`src/hdl/assert_macros.svh`:
```
// assertion macros shared by the rtl of the frame builder
// no dependencies; compiled out when SYNTH is defined
`ifndef ASSERT_MACROS_SVH
`define ASSERT_MACROS_SVH

`ifndef SYNTH

// same-cycle implication, disabled during reset
`define ASSERT_IMPLY(label, clk, rst, ante, cons) \
   label: assert property (@(posedge clk) disable iff (rst) (ante) |-> (cons)) \
      else $error("assertion failed: implication");

// next-cycle implication, disabled during reset
`define ASSERT_NEXT(label, clk, rst, ante, cons) \
   label: assert property (@(posedge clk) disable iff (rst) (ante) |=> (cons)) \
      else $error("assertion failed: next-cycle implication");

`else

`define ASSERT_IMPLY(label, clk, rst, ante, cons)
`define ASSERT_NEXT(label, clk, rst, ante, cons)

`endif

`endif

```
`src/hdl/cfcb_pkg.sv`:
```
// types, constants and helper functions of the command frame builder
// no dependencies
package cfcb_pkg;

   // field widths
   localparam int PAYLOAD_LEN_W = 13;
   localparam int STEP_W        = 6;
   localparam int CSR_ADDR_W    = 3;
   localparam int CSR_DATA_W    = 32;

   // frame constants
   localparam logic [PAYLOAD_LEN_W-1:0] MAX_PAYLOAD = 13'd4096;
   localparam logic [15:0]              HDR_LEN     = 16'd42;
   localparam logic [15:0]              CRC_LEN     = 16'd2;
   localparam logic [15:0]              CRC_INIT    = 16'hFFFF;
   localparam logic [15:0]              CMD_RESET   = 16'd2;

   // register indexes
   localparam logic [CSR_ADDR_W-3:0] REG_COMMAND = 1'b0;

   // item kinds
   localparam logic KIND_START   = 1'b0;
   localparam logic KIND_PAYLOAD = 1'b1;

   // byte positions within the emitted sequence
   localparam logic [STEP_W-1:0] STEP_TOTAL0   = 6'd0;
   localparam logic [STEP_W-1:0] STEP_PROV0    = 6'd4;
   localparam logic [STEP_W-1:0] STEP_SEC0     = 6'd20;
   localparam logic [STEP_W-1:0] STEP_CMD_LO   = 6'd36;
   localparam logic [STEP_W-1:0] STEP_CMD_HI   = 6'd37;
   localparam logic [STEP_W-1:0] STEP_LEN0     = 6'd38;
   localparam logic [STEP_W-1:0] STEP_HDR_LAST = 6'd41;
   localparam logic [STEP_W-1:0] STEP_PAYLOAD  = 6'd42;
   localparam logic [STEP_W-1:0] STEP_CRC_LO   = 6'd43;
   localparam logic [STEP_W-1:0] STEP_CRC_HI   = 6'd44;

   typedef struct packed {
      logic                     kind;
      logic [PAYLOAD_LEN_W-1:0] payload_length;
      logic [7:0]               payload_byte;
   } req_payload_type;

   typedef struct packed {
      logic [7:0] out_byte;
      logic       frame_end;
   } rsp_payload_type;

   // fixed provider field (0..15) and secure-code field (16..31)
   function automatic logic [7:0] hdr_const(input logic [4:0] idx);
      logic [7:0] b;
      case (idx)
         5'd0:    b = 8'h77;
         5'd1:    b = 8'h6F;
         5'd2:    b = 8'h6F;
         5'd3:    b = 8'h72;
         5'd4:    b = 8'h69;
         5'd5:    b = 8'h6E;
         5'd6:    b = 8'h65;
         5'd7:    b = 8'h74;
         5'd16:   b = 8'h57;
         5'd17:   b = 8'h33;
         5'd18:   b = 8'h35;
         5'd19:   b = 8'h33;
         5'd20:   b = 8'h33;
         5'd21:   b = 8'h37;
         5'd22:   b = 8'h33;
         5'd23:   b = 8'h39;
         5'd24:   b = 8'h36;
         5'd25:   b = 8'h31;
         5'd26:   b = 8'h32;
         5'd27:   b = 8'h36;
         5'd28:   b = 8'h39;
         5'd29:   b = 8'h36;
         5'd30:   b = 8'h39;
         default: b = 8'h00;
      endcase
      return b;
   endfunction

   // one byte of reflected crc-16 0x1021
   function automatic logic [15:0] crc_feed(input logic [15:0] crc, input logic [7:0] b);
      logic [7:0] x;
      x = b ^ crc[7:0];
      x = x ^ {x[3:0], 4'b0};
      return {8'h00, crc[15:8]} ^ {x, 8'h00} ^ {5'b0, x, 3'b0} ^ {12'b0, x[7:4]};
   endfunction

endpackage

```
`src/hdl/crc_framed_command_builder_top.sv`:
```
// Command frame builder: one byte of the outgoing frame per cycle on the rsp
// channel while rsp_stall is low. A start transaction emits the 42 header bytes,
// followed by the CRC bytes when the payload length is zero; a payload byte
// emits one byte, followed by the CRC bytes when it ends the frame. Every byte
// passes through the single output byte register, and a new req transaction is
// taken in the cycle the last byte of the current one moves into it, so payload
// bytes stream at one per cycle while rsp_stall is low. A payload byte with no
// frame open is dropped without occupying the block. Lengths above 4096
// saturate. Depends on cfcb_pkg and assert_macros.svh.
`include "assert_macros.svh"

module crc_framed_command_builder_top (
   input  logic                                  clock,
   input  logic                                  reset,
   input  logic                                  req_valid,
   output logic                                  req_stall,
   input  cfcb_pkg::req_payload_type             req_payload,
   output logic                                  rsp_valid,
   input  logic                                  rsp_stall,
   output cfcb_pkg::rsp_payload_type             rsp_payload,
   input  logic                                  csr_psel,
   input  logic                                  csr_penable,
   input  logic                                  csr_pwrite,
   input  logic [cfcb_pkg::CSR_ADDR_W-1:0]       csr_paddr,
   input  logic [cfcb_pkg::CSR_DATA_W-1:0]       csr_pwdata,
   output logic [cfcb_pkg::CSR_DATA_W-1:0]       csr_prdata,
   output logic                                  csr_pready
);

   // configuration register
   logic [15:0] cmd_ff, cmd_in;
   logic        csr_wr, csr_hit;

   // frame tracking, updated at accept
   logic                               open_ff, open_in;
   logic [cfcb_pkg::PAYLOAD_LEN_W-1:0] rem_ff, rem_in;

   // current transaction being emitted
   logic                               busy_ff, busy_in;
   logic                               kind_ff, kind_in;
   logic                               last_ff, last_in;
   logic [cfcb_pkg::PAYLOAD_LEN_W-1:0] len_ff, len_in;
   logic [7:0]                         pbyte_ff, pbyte_in;
   logic [cfcb_pkg::STEP_W-1:0]        step_ff, step_in;
   logic [15:0]                        crc_ff, crc_in;

   // output register
   logic       rsp_valid_ff, rsp_valid_in;
   logic [7:0] rsp_byte_ff, rsp_byte_in;
   logic       rsp_end_ff, rsp_end_in;

   logic                               out_adv, gen_fire, gen_last, req_accept, emits;
   logic [cfcb_pkg::PAYLOAD_LEN_W-1:0] len_sat;
   logic [31:0]                        total_w, len_w;
   logic [cfcb_pkg::STEP_W-1:0]        len_idx, const_idx;
   logic [7:0]                         gen_byte;
   logic [15:0]                        crc_base;

   // csr port
   assign csr_pready = 1'b1;
   assign csr_hit    = (csr_paddr[cfcb_pkg::CSR_ADDR_W-1:2] == cfcb_pkg::REG_COMMAND);
   assign csr_wr     = csr_psel && csr_penable && csr_pwrite;
   assign csr_prdata = csr_hit ? {16'h0000, cmd_ff} : '0;

   always_comb begin
      cmd_in = cmd_ff;
      if (csr_wr && csr_hit) begin
         cmd_in = csr_pwdata[15:0];
      end
   end

   // handshake
   assign out_adv    = !rsp_valid_ff || !rsp_stall;
   assign gen_fire   = busy_ff && out_adv;
   assign req_stall  = busy_ff && !(gen_fire && gen_last);
   assign req_accept = req_valid && !req_stall;

   // end of the current transaction
   always_comb begin
      gen_last = 1'b0;
      if (step_ff == cfcb_pkg::STEP_CRC_HI) begin
         gen_last = 1'b1;
      end else if ((step_ff == cfcb_pkg::STEP_HDR_LAST) || (step_ff == cfcb_pkg::STEP_PAYLOAD)) begin
         gen_last = !last_ff;
      end
   end

   // length saturation and frame state at accept
   assign len_sat = (req_payload.payload_length > cfcb_pkg::MAX_PAYLOAD) ?
                    cfcb_pkg::MAX_PAYLOAD : req_payload.payload_length;
   assign emits   = (req_payload.kind == cfcb_pkg::KIND_START) || (open_ff && (rem_ff != '0));

   always_comb begin
      open_in  = open_ff;
      rem_in   = rem_ff;
      busy_in  = busy_ff;
      kind_in  = kind_ff;
      last_in  = last_ff;
      len_in   = len_ff;
      pbyte_in = pbyte_ff;
      if (gen_fire && gen_last) begin
         busy_in = 1'b0;
      end
      if (req_accept) begin
         busy_in  = emits;
         kind_in  = req_payload.kind;
         pbyte_in = req_payload.payload_byte;
         if (req_payload.kind == cfcb_pkg::KIND_START) begin
            len_in  = len_sat;
            last_in = (len_sat == '0);
            open_in = (len_sat != '0);
            rem_in  = len_sat;
         end else if (emits) begin
            last_in = (rem_ff == cfcb_pkg::PAYLOAD_LEN_W'(1));
            open_in = (rem_ff != cfcb_pkg::PAYLOAD_LEN_W'(1));
            rem_in  = rem_ff - cfcb_pkg::PAYLOAD_LEN_W'(1);
         end
      end
   end

   // byte for the current step
   assign total_w   = 32'(cfcb_pkg::HDR_LEN + cfcb_pkg::CRC_LEN + 16'(len_ff));
   assign len_w     = 32'(len_ff);
   assign len_idx   = step_ff - cfcb_pkg::STEP_LEN0;
   assign const_idx = step_ff - cfcb_pkg::STEP_PROV0;

   always_comb begin
      case (step_ff) inside
         [cfcb_pkg::STEP_TOTAL0:cfcb_pkg::STEP_PROV0 - 6'd1]:
            gen_byte = total_w[{step_ff[1:0], 3'b000} +: 8];
         [cfcb_pkg::STEP_PROV0:cfcb_pkg::STEP_CMD_LO - 6'd1]:
            gen_byte = cfcb_pkg::hdr_const(const_idx[4:0]);
         cfcb_pkg::STEP_CMD_LO:  gen_byte = cmd_ff[7:0];
         cfcb_pkg::STEP_CMD_HI:  gen_byte = cmd_ff[15:8];
         [cfcb_pkg::STEP_LEN0:cfcb_pkg::STEP_HDR_LAST]:
            gen_byte = len_w[{len_idx[1:0], 3'b000} +: 8];
         cfcb_pkg::STEP_PAYLOAD: gen_byte = pbyte_ff;
         cfcb_pkg::STEP_CRC_LO:  gen_byte = ~crc_ff[7:0];
         cfcb_pkg::STEP_CRC_HI:  gen_byte = ~crc_ff[15:8];
         default:                gen_byte = 8'h00;
      endcase
   end

   // step sequencing and crc update
   assign crc_base = (step_ff == cfcb_pkg::STEP_TOTAL0) ? cfcb_pkg::CRC_INIT : crc_ff;

   always_comb begin
      step_in = step_ff;
      crc_in  = crc_ff;
      if (gen_fire) begin
         if (step_ff <= cfcb_pkg::STEP_PAYLOAD) begin
            crc_in = cfcb_pkg::crc_feed(crc_base, gen_byte);
         end else if (step_ff == cfcb_pkg::STEP_CRC_HI) begin
            crc_in = cfcb_pkg::CRC_INIT;
         end
         if ((step_ff == cfcb_pkg::STEP_HDR_LAST) && last_ff) begin
            step_in = cfcb_pkg::STEP_CRC_LO;
         end else begin
            step_in = step_ff + 6'd1;
         end
      end
      if (req_accept) begin
         step_in = (req_payload.kind == cfcb_pkg::KIND_START) ?
                   cfcb_pkg::STEP_TOTAL0 : cfcb_pkg::STEP_PAYLOAD;
      end
   end

   // output register
   always_comb begin
      rsp_valid_in = rsp_valid_ff;
      rsp_byte_in  = rsp_byte_ff;
      rsp_end_in   = rsp_end_ff;
      if (out_adv) begin
         rsp_valid_in = gen_fire;
         rsp_byte_in  = gen_byte;
         rsp_end_in   = (step_ff == cfcb_pkg::STEP_CRC_HI);
      end
   end

   assign rsp_valid             = rsp_valid_ff;
   assign rsp_payload.out_byte  = rsp_byte_ff;
   assign rsp_payload.frame_end = rsp_end_ff;

   // control registers
   always_ff @(posedge clock) begin
      if (reset) begin
         cmd_ff       <= cfcb_pkg::CMD_RESET;
         open_ff      <= 1'b0;
         rem_ff       <= '0;
         busy_ff      <= 1'b0;
         step_ff      <= cfcb_pkg::STEP_TOTAL0;
         crc_ff       <= cfcb_pkg::CRC_INIT;
         rsp_valid_ff <= 1'b0;
      end else begin
         cmd_ff       <= cmd_in;
         open_ff      <= open_in;
         rem_ff       <= rem_in;
         busy_ff      <= busy_in;
         step_ff      <= step_in;
         crc_ff       <= crc_in;
         rsp_valid_ff <= rsp_valid_in;
      end
   end

   // payload registers
   always_ff @(posedge clock) begin
      kind_ff     <= kind_in;
      last_ff     <= last_in;
      len_ff      <= len_in;
      pbyte_ff    <= pbyte_in;
      rsp_byte_ff <= rsp_byte_in;
      rsp_end_ff  <= rsp_end_in;
   end

   // checks
   `ASSERT_IMPLY(a_accept_only_at_end, clock, reset, req_accept && busy_ff, gen_fire && gen_last)
   `ASSERT_IMPLY(a_step_in_range, clock, reset, busy_ff, step_ff <= cfcb_pkg::STEP_CRC_HI)
   `ASSERT_NEXT(a_start_begins_header, clock, reset,
      req_accept && (req_payload.kind == cfcb_pkg::KIND_START),
      busy_ff && (step_ff == cfcb_pkg::STEP_TOTAL0))
   `ASSERT_NEXT(a_crc_hi_ends_frame, clock, reset,
      gen_fire && (step_ff == cfcb_pkg::STEP_CRC_HI), rsp_valid_ff && rsp_end_ff)
   `ASSERT_IMPLY(a_payload_kind_step, clock, reset,
      busy_ff && (kind_ff == cfcb_pkg::KIND_PAYLOAD), step_ff >= cfcb_pkg::STEP_PAYLOAD)

endmodule
```
`config.mk`:
```
export PLATFORM = sky130hd
export DESIGN_NAME = crc_framed_command_builder_top
export DESIGN_NICKNAME = d
export VERILOG_FILES = /design/src/hdl/cfcb_pkg.sv /design/src/hdl/crc_framed_command_builder_top.sv
export VERILOG_INCLUDE_DIRS = /design/src /design/src/hdl
export SDC_FILE = /design/constraint.sdc
export NUM_CORES = 1
export LEC_CHECK = 0
export ABC_AREA = 1
export BUFFER_PORTS_ARGS = -buffer_cell sky130_fd_sc_hd__buf_2
export CORE_MARGIN = 2
export CORE_UTILIZATION = 45
export DETAILED_ROUTE_END_ITERATION = 6
export PLACE_DENSITY = 0.64
export SETUP_SLACK_MARGIN = 0.15
export SLEW_MARGIN = 5
export SYNTH_ARGS = -nofsm -noshare
export SYNTH_HDL_FRONTEND = slang
export SYNTH_SLANG_ARGS = --single-unit
```
`constraint.sdc`:
```
create_clock -name clock -period 7.05 [get_ports clock]
set_input_delay 1.41 -clock clock [delete_from_list [all_inputs] [get_ports clock]]
set_output_delay 1.41 -clock clock [all_outputs]
set_load 0.01 [all_outputs]
```
==> impl_metrics.csv <==
group,metric,value,unit
outcome,outcome,"complete, no violations",
synthesis,synth.mux.area_fraction,0.171,%
floorplan,die_area,13900,um^2
finish,syn2layout_area_growth,10.9,%
place,dp_hpwl,11.5,mm
sta,fmax,0.246,GHz
power,power_density,230,nW/um^2
synthesis,yosys.area_share.simple,30.4,%
finish,antennaDiodeCount,0,
finish,fin_util,51.3,%
synthesis,syn_inst,846,
worst_setup_path,critPathMaxFanout,18,
place,dp_cells,1059,
finish,fin_area,6480,um^2
clock_network,cts_buffers,9,
clock_network,clock_sinks,85,
synthesis,synth_warnings,0,
synthesis,synth_top_flop_cell,"dfxtp_1",
synthesis,synth_top_family_by_area,"simple AND/OR/NAND/NOR gates",
grt,grt_pass1_vias,4848,
worst_setup_path,cp_slowest_stage_delay,0.76,ns
sta,rsz0062_at_grt,"no",
synthesis,yosysUniqueCellTypes,46,
synthesis,synth-xor-area-share,2.23,%
clock_network,cts_setup_buffers,0,
clock_network,cts_htree_levels,3,
route,ant_nets,0,
clock_network,hold_buffers,0,
floorplan,core,12600,um^2
clock_network,worstSkewPairLatency,0.35,ns
sta,finalClockSkew,0.0110,ns
floorplan,ioPinCount,108,
sta,worst_pin_slew,0.845,ns
grt,grt_pass1_wl,24.8,mm
route,vias_per_cell,5.07,
floorplan,initial_utilization,46.3,%
route,wl,15.1,mm
route,dr.pass1.iters,5,
worst_setup_path,startpoint_type,"flop",
route,drc,0,
worst_setup_path,r2r_slack,3.48,ns
worst_setup_path,cpMostUsedCell,"nand2_1",
sta,finalSetupViolCount,0,
floorplan,fp.dieH,118,um
power,vdd.ir_drop.worst,0.000100,V
sta,maxSlewHeadroom,43.4,%
synthesis,avgSynthCellArea,6.90,um^2
synthesis,synth_edf_count,31,
place,post-place-ws,3.09,ns
grt,track_usage,22.3,%
sta,period_minus_slack,4.07,ns
power,p_leak,3.01,nW
clock_network,root_buffer,"clkbuf_16",
finish,most-common-layout-cells,"198 x nand2_1, 108 x inv_1, 72 x buf_2",
synthesis,synth_compound_area_share,16.1,%
worst_hold_path,hp-class,"flop to flop",
flow_run,max_cap_viol_count,0,
finish,fin_nets,979,
clock_network,clk_pin_slew,0.06,ns
worst_setup_path,worstPathCellList,"inv_2, ha_1, nand2_1, inv_1, nand2_1, nand2_1, a21oi_2, buf_2",
floorplan,std_cell_rows,41,
finish,instances_no_fill,1075,
grt,grt_max_degree,32,
sta,finalMaxSlewViolations,0,
finish,multi_input_area,3140,um^2
synthesis,synth_fa_ha_area_share,3.64,%
route,num_vias,5445,
grt,antenna_found_initial,0,
grt,overflow,0,
synthesis,async_reset_ff_share,0,%
route,wl_per_cell,14.1,um
route,drt_iter0_drc,344,
worst_setup_path,critPathSlowestCell,"dfxtp_1",
worst_setup_path,worstPathArrival,2.66,ns
place,dpl_cell_area,6180,um^2
synthesis,synthesis.area,5840,um^2
worst_setup_path,required,5.64,ns
sta,hold_viol,0,
worst_setup_path,crit_path_end_kind,"output port",
synthesis,yosysSeqAreaShare,34.5,%
place,numPortBuffers,72,
finish,seqCellArea,2010,um^2
floorplan,die_w,118,um
finish,nFillCells,1309,
worst_setup_path,worst-setup-path-type,"flop to output port",
finish,drive_gt1_share,15.3,%
synthesis,synth_seq_cells,85,
finish,layout_commonest_cell,"nand2_1",
sta,timing.final.crit_share,57.7,%
sta,fin_ws,2.98,ns
sta,tns,0,ns
place,gp_congestion,0.940,
clock_network,cts.path.max_buffers,2,
clock_network,cts_repair_resize_count,0,
clock_network,cts_tree,"yes",
==> state kept, by name (all words and copies together) (netlist names), 6 cells and up <==
signal and count:
cmd_ff 16, crc_ff 16, len_ff 13, rem_ff 13, pbyte_ff 8, rsp_byte_ff 8
step_ff 6
==> path summary, 6_finish.rpt <==
kind	cells past startpoint	endpoint	from
setup / recovery	8	req_stall	step_ff[0]$_SDFFE_PP0P_
hold / removal	2	cmd_ff[0]$_SDFFE_PP0P_	cmd_ff[0]$_SDFFE_PP0P_
setup reg to reg	15	rem_ff[12]$_SDFFE_PP0P_	step_ff[0]$_SDFFE_PP0P_
hold reg to reg	2	cmd_ff[0]$_SDFFE_PP0P_	cmd_ff[0]$_SDFFE_PP0P_
==> synthesized netlist by cell type, types with 11 or more instances <==
cell type	count	area share, %
nand2_1	198	13
inv_1	108	6.9
a21oi_1	67	5.7
nand3_1	67	5.7
nor2_1	66	4.2
o21ai_0	65	5.6
dfxtp_1	54	19
edfxtp_1	31	16
buf_4	20	2.6
ha_1	17	3.6
o211ai_1	17	2.2
nand2_2	16	1.7
clkbuf_1	14	0.90
nor3_1	11	0.94
==> critical path, delay by kind of cell (launching register included) <==
family | cells | cell delay [ns]
compound gates | 1 | 0.23
flops | 1 | 0.76
simple gates | 3 | 0.44
buf+inv | 3 | 0.52
fa+ha+maj | 1 | 0.35
==> through the flow <==
step	hold WS (ns)	power [mW]
global placement	0.463	1.02
global route	0.512	1.58
detailed placement	0.464	1.02
finish	0.474	1.49
floorplan	0.442	0.918
CTS	0.480	1.50
==> layout make-up <==
| cell class | instances | share of cell area (%) |
|---|---|---|
| well taps | 172 | 3.32 |
| clock buffers | 9 | 3.48 |
| repair buffers | 72 | 5.56 |
| multi-input cells | 611 | 48.4 |
| flip-flops and latches | 85 | 31.1 |
| clock inverters | 7 | 1.14 |
| inverters | 119 | 7.01 |
==> routing by layer <==
metal	track usage [%]	up-vias	wire (um)
li1	-	2834	-
met1	29.3	2410	6930
met2	36.3	183	6990
met3	3.92	18	892
met4	9.04	0	320
met5	0	-	0
==> kinds of logic after synthesis <==
group,Yosys count
AND/OR/NAND/NOR,391
flip-flops,85
XOR/XNOR,14
other,2
adder cells (fa/ha/maj),17
buffers and inverters,165
AO/OA/AOI/OAI,171
multiplexers,1
==> power by group <==
part           total, mW  leakage (nW)  switching (mW)  internal, mW
clock              0.479         0.134           0.204         0.275
sequential         0.594         0.753          0.0350         0.559
combinational      0.417          2.12           0.278         0.139
No activity file was read; power rests on OpenSTA's default activity.
